==> src/rtl/pfo_pkg.sv <==
`timescale 1ns / 1ps
`default_nettype none
package pfo_pkg;
   localparam int SampleW  = 16;
   localparam int PhaseW   = 32;
   localparam int FreqW    = 40;
   localparam int SumW     = 42;
   localparam int CordW    = 36;
   localparam int ZW       = 34;
   localparam int Steps    = 28;
   localparam int DivSteps = SumW;
   localparam int MaxAvg   = 1024;
   localparam int AddrW    = 4;
   localparam logic signed [31:0] InvGain = 32'sd652032874;

   typedef enum logic [1:0] {
      REG_MOD_ORDER   = 2'd0,
      REG_AVG_LENGTH  = 2'd1,
      REG_SYMBOL_RATE = 2'd2,
      REG_NONE        = 2'd3
   } reg_idx_type;

   typedef enum logic [3:0] {
      S_IDLE, S_ROT_LD, S_ROT, S_FIN_I, S_FIN_Q, S_VEC_LD, S_VEC,
      S_DIV_LD, S_DIV, S_COMMIT, S_OUT
   } state_type;

   typedef struct packed {
      logic       take;
      logic       rot_load;
      logic       vec_load;
      logic       iter;
      logic       rot_mode;
      logic [4:0] k;
      logic       fin_i;
      logic       fin_q;
      logic       div_load;
      logic       div_step;
      logic       commit;
      logic       out_load;
   } cmd_type;

   typedef struct packed {
      logic rsp_busy;
   } status_type;

   // arctangent of 2^-k in 32-bit turns
   function automatic logic [31:0] atan_turn(input logic [4:0] k);
      logic [31:0] r;
      case (k)
         5'd0:  r = 32'h20000000;  5'd1:  r = 32'h12E4051E;
         5'd2:  r = 32'h09FB385B;  5'd3:  r = 32'h051111D4;
         5'd4:  r = 32'h028B0D43;  5'd5:  r = 32'h0145D7E1;
         5'd6:  r = 32'h00A2F61E;  5'd7:  r = 32'h00517C55;
         5'd8:  r = 32'h0028BE53;  5'd9:  r = 32'h00145F2F;
         5'd10: r = 32'h000A2F98;  5'd11: r = 32'h000517CC;
         5'd12: r = 32'h00028BE6;  5'd13: r = 32'h000145F3;
         5'd14: r = 32'h0000A2FA;  5'd15: r = 32'h0000517D;
         5'd16: r = 32'h000028BE;  5'd17: r = 32'h0000145F;
         5'd18: r = 32'h00000A30;  5'd19: r = 32'h00000518;
         5'd20: r = 32'h0000028C;  5'd21: r = 32'h00000146;
         5'd22: r = 32'h000000A3;  5'd23: r = 32'h00000051;
         5'd24: r = 32'h00000029;  5'd25: r = 32'h00000014;
         5'd26: r = 32'h0000000A;  5'd27: r = 32'h00000005;
         default: r = 32'h0;
      endcase
      return r;
   endfunction
endpackage
`default_nettype wire

==> src/rtl/pfo_ctrl.sv <==
`timescale 1ns / 1ps
`default_nettype none
module pfo_ctrl (
   input  wire logic                clock,
   input  wire logic                reset,
   input  wire logic                req_valid,
   output logic                     req_stall,
   input  wire pfo_pkg::status_type sts,
   output pfo_pkg::cmd_type         cmd
);
   pfo_pkg::state_type state_ff, state_in;
   logic [5:0] cnt_ff, cnt_in;
   logic cord_last, div_last;

   assign cord_last = (cnt_ff == 6'(pfo_pkg::Steps - 1));
   assign div_last  = (cnt_ff == 6'(pfo_pkg::DivSteps - 1));
   assign req_stall = (state_ff != pfo_pkg::S_IDLE);

   // next state
   always_comb begin
      state_in = state_ff;
      case (state_ff)
         pfo_pkg::S_IDLE:   if (req_valid) state_in = pfo_pkg::S_ROT_LD;
         pfo_pkg::S_ROT_LD: state_in = pfo_pkg::S_ROT;
         pfo_pkg::S_ROT:    if (cord_last) state_in = pfo_pkg::S_FIN_I;
         pfo_pkg::S_FIN_I:  state_in = pfo_pkg::S_FIN_Q;
         pfo_pkg::S_FIN_Q:  state_in = pfo_pkg::S_VEC_LD;
         pfo_pkg::S_VEC_LD: state_in = pfo_pkg::S_VEC;
         pfo_pkg::S_VEC:    if (cord_last) state_in = pfo_pkg::S_DIV_LD;
         pfo_pkg::S_DIV_LD: state_in = pfo_pkg::S_DIV;
         pfo_pkg::S_DIV:    if (div_last) state_in = pfo_pkg::S_COMMIT;
         pfo_pkg::S_COMMIT: state_in = pfo_pkg::S_OUT;
         pfo_pkg::S_OUT:    if (!sts.rsp_busy) state_in = pfo_pkg::S_IDLE;
         default:           state_in = pfo_pkg::S_IDLE;
      endcase
   end

   // step counter for cordic and divider
   always_comb begin
      cnt_in = 6'd0;
      if (state_ff == pfo_pkg::S_ROT || state_ff == pfo_pkg::S_VEC ||
          state_ff == pfo_pkg::S_DIV) begin
         cnt_in = (state_in == state_ff) ? cnt_ff + 6'd1 : 6'd0;
      end
   end

   // commands
   always_comb begin
      cmd = '0;
      cmd.k = cnt_ff[4:0];
      case (state_ff)
         pfo_pkg::S_IDLE:   cmd.take = req_valid;
         pfo_pkg::S_ROT_LD: cmd.rot_load = 1'b1;
         pfo_pkg::S_ROT:    begin
            cmd.iter = 1'b1;
            cmd.rot_mode = 1'b1;
         end
         pfo_pkg::S_FIN_I:  cmd.fin_i = 1'b1;
         pfo_pkg::S_FIN_Q:  cmd.fin_q = 1'b1;
         pfo_pkg::S_VEC_LD: cmd.vec_load = 1'b1;
         pfo_pkg::S_VEC:    cmd.iter = 1'b1;
         pfo_pkg::S_DIV_LD: cmd.div_load = 1'b1;
         pfo_pkg::S_DIV:    cmd.div_step = 1'b1;
         pfo_pkg::S_COMMIT: cmd.commit = 1'b1;
         pfo_pkg::S_OUT:    cmd.out_load = !sts.rsp_busy;
         default:           cmd = '0;
      endcase
   end

   always_ff @(posedge clock) begin
      if (reset) begin
         state_ff <= pfo_pkg::S_IDLE;
         cnt_ff   <= 6'd0;
      end else begin
         state_ff <= state_in;
         cnt_ff   <= cnt_in;
      end
   end
endmodule
`default_nettype wire

==> config.mk <==
export PLATFORM = sky130hd
export DESIGN_NAME = pfo_ctrl
export DESIGN_NICKNAME = d
export VERILOG_FILES = /design/src/rtl/pfo_pkg.sv /design/src/rtl/pfo_ctrl.sv
export SDC_FILE = /design/constraint.sdc
export NUM_CORES = 1
export LEC_CHECK = 0
export ABC_AREA = 1
export BUFFER_PORTS_ARGS = -buffer_cell sky130_fd_sc_hd__buf_2
export CAP_MARGIN = 20
export CORE_MARGIN = 2
export CORE_UTILIZATION = 42
export DETAILED_ROUTE_END_ITERATION = 8
export GPL_ROUTABILITY_DRIVEN = 1
export PLACE_DENSITY = 0.82
export SYNTH_ARGS = -nofsm -noshare
export SYNTH_HDL_FRONTEND = slang
export SYNTH_SLANG_ARGS = --single-unit
==> constraint.sdc <==
create_clock -name clock -period 1.12 [get_ports clock]
set_input_delay 0.112 -clock clock [delete_from_list [all_inputs] [get_ports clock]]
set_output_delay 0.112 -clock clock [all_outputs]
set_load 0.02 [all_outputs]
==> run_results.csv <==
group,metric,value,unit
detailed_routing,drt-total-wl,2.38,mm
place,port_buffers,20,
floorplanning,core_area,1330,um2
logic_synthesis,yosysUniqueCellTypes,17,
setup_path,path_depth,4,
sta,setup_slack,-0.235,ns
sta,hold_viol_final,0,
cells_and_area,area_growth,80.2,%
logic_synthesis,syn_area_per_cell,6.44,um2
setup_path,endpoint_kind,"primary output",
detailed_routing,num_vias,799,
sta,rsz0062_at_grt,"yes",
floorplanning,die_y,42.4,um
detailed_routing,drt-vias-per-instance,5.40,
logic_synthesis,ys_seq_area_frac,0.324,
setup_path,start_kind,"register",
cells_and_area,diodes,0,
setup_path,reg2reg_from,"cnt_ff[1]$_SDFF_PP0_",
sta,maxSlewViolCount,0,
place,pre_cts_ws,-0.0829,ns
cts,cts_tree,"built",
sta,final.min_clock_period,1.36,ns
logic_synthesis,synth_edf_count,0,
worst_hold_path,hold_class,"input port to register",
logic_synthesis,synth-main-ff-cell,"dfxtp_1",
power_and_ir_drop,p_per_area,856,nW/um2
cells_and_area,final_util,0.835,
status,failed_checks,"negative setup slack",
floorplanning,die_x,42.4,um
setup_path,critical-path-top-delay-family,"simple AND/OR/NAND/NOR gates",
logic_synthesis,synth.yosys.warnings,0,
setup_path,r2r_end,"cnt_ff[1]$_SDFF_PP0_",
logic_synthesis,syn_area,618,um2
setup_path,crit_end,"cmd[15]",
cts,cts.path.max_buffers,2,
detailed_routing,drcViolationCount,0,
sta,maxSlewHeadroom,0.769,
status,status,"finished with violations",
grt,grt_max_degree,7,
detailed_routing,drtPass1Iterations,4,
setup_path,critPathBufInv,1,
setup_path,crit_required,1.01,ns
sta,setup_tns,-4.19,ns
grt,grt.total_usage,0.230,
cts,ctsHtreeMaxLevel,1,
grt,overflow,0,
sta,fin_worst_skew,0.00139,ns
cells_and_area,mostFrequentLayoutCells,"18 x buf_4, 13 x nor2_1, 12 x buf_6",
cells_and_area,drive_gt1_frac,0.632,
grt,antenna_found_initial,0,
logic_synthesis,ys_ff_latch,10,
setup_path,cpMaxStageDelayCell,"dfxtp_4",
grt,grt_pass1_wl,2.99,mm
setup_path,worstPathCellList,"nor2_4 > nand2_2 > nor2_1 > buf_4",
logic_synthesis,syn-num-nets,102,
sta,whs,0.0638,ns
sta,finalSetupViolCount,25,
detailed_routing,routedWlPerCell,16.1,um
setup_path,path_max_fanout,5,
logic_synthesis,synthesis.instances,96,
place,routabilityCongestion,0.825,
sta,timing.fmax,738,MHz
setup_path,cpPeakStageDelay,0.38,ns
floorplanning,start_util,0.463,
cts,cts_hold_buf,0,
cts,worstSkewPairLatency,0.28,ns
grt,grt_pass1_vias,672,
cts,cts_sinks,10,
power_and_ir_drop,leakage,0.000543,uW
cells_and_area,layout_commonest_cell,"buf_4",
logic_synthesis,async_flop_share,0,
floorplanning,dieArea,1790,um2
setup_path,cp-startpoint,"state_ff[1]$_SDFF_PP0_",
detailed_routing,drtIter0Drc,28,
setup_path,worstSetupPathType,"register to primary output",
detailed_routing,ant_nets,0,
sta,fin_crit_sh,1.21,
cts,cts_made_buffers,3,
cts,clk_pin_slew,0.06,ns
setup_path,r2r_setup_slack,-0.17,ns
cells_and_area,nNetsFinal,140,
sta,worst_pin_slew,0.343,ns
floorplanning,row_count,13,
worst_hold_path,min_path_cells,2,
setup_path,rr_worst_depth,9,
job,maxCapViolations,0,
floorplanning,pin_count,21,
power_and_ir_drop,peakVddDrop,0.659,mV
cts,root_buffer,"clkbuf_4",
place,place.detailed.hpwl,1.11,mm
setup_path,cp.arrival,1.24,ns
[synthesized netlist by cell type, types with 2 or more instances]
master / n / area share
nor2_1: 27 / 0.16
dfxtp_1: 10 / 0.32
xor2_1: 2 / 0.028
o21ai_0: 2 / 0.016
nand3_1: 7 / 0.057
nor2_2: 5 / 0.051
inv_2: 2 / 0.012
nor3_1: 2 / 0.016
nand2_1: 11 / 0.067
ha_1: 2 / 0.040
inv_1: 19 / 0.12
xnor2_1: 2 / 0.028
[area by class of cell]
type	count	area [um2]
repair buffers	33	285
clock buffers	4	36.3
inverters	21	88.8
fillers	64	220
multi-input cells	65	467
well taps	15	18.8
flip-flops and latches	10	218
[metrics by stage]
step	cell area, um2	instances	total power, uW
after floorplan	637	96	493
after global placement	808	138	538
after detailed placement	808	138	540
after CTS	975	147	899
after global routing	1110	148	980
final	1110	148	953
[logic make-up after synthesis]
kind of cell	Yosys count	synth area share
AO/OA/AOI/OAI	5	0.0486
XOR/XNOR	4	0.0567
adder cells (fa/ha/maj)	2	0.0405
buffers and inverters	21	0.128
flip-flops	10	0.324
AND/OR/NAND/NOR	54	0.403
[how the worst min path moves through the flow]
stage | start | endpoint
2_1_floorplan | reset | state_ff[3]$_SDFF_PP0_
3_3_place_gp | reset | state_ff[3]$_SDFF_PP0_
3_5_place_dp | reset | state_ff[3]$_SDFF_PP0_
4_1_cts | reset | state_ff[3]$_SDFF_PP0_
5_1_grt | reset | state_ff[3]$_SDFF_PP0_
6_report | reset | state_ff[3]$_SDFF_PP0_
[timing repair]
item	in CTS	in global routing
setup endpoints to repair	26	26
cloned	0	0
setup buffers	5	1
gates resized for setup	40	41
pin swaps	15	9
[worst register-to-register path, stage by stage, from the launching register on]
cell and delay, ns:
dfxtp_2 0.34, inv_2 0.07, ha_2 0.17, nand3_1 0.09, nor2_1 0.15, nand2_2 0.08, nand2_4 0.09, nor2_4 0.04
nand3_4 0.10, nor2_1 0.05
[registers in the layout, summed over array words and instances, names as in the netlist]
register / count
cnt_ff: 6
state_ff: 4
[report_power, final]
group	internal, uW	switching [uW]
clock	198	134
sequential	361	20.6
combinational	94.6	145
total	654	300
[per-layer routing]
metal / part of all wire / global-route usage
met1: 0.37 / 0.257
met2: 0.49 / 0.388
met3: 0.084 / 0.0647
met4: 0.050 / 0.131
met5: 0 / 0
Power figures use the tool's default switching activity.
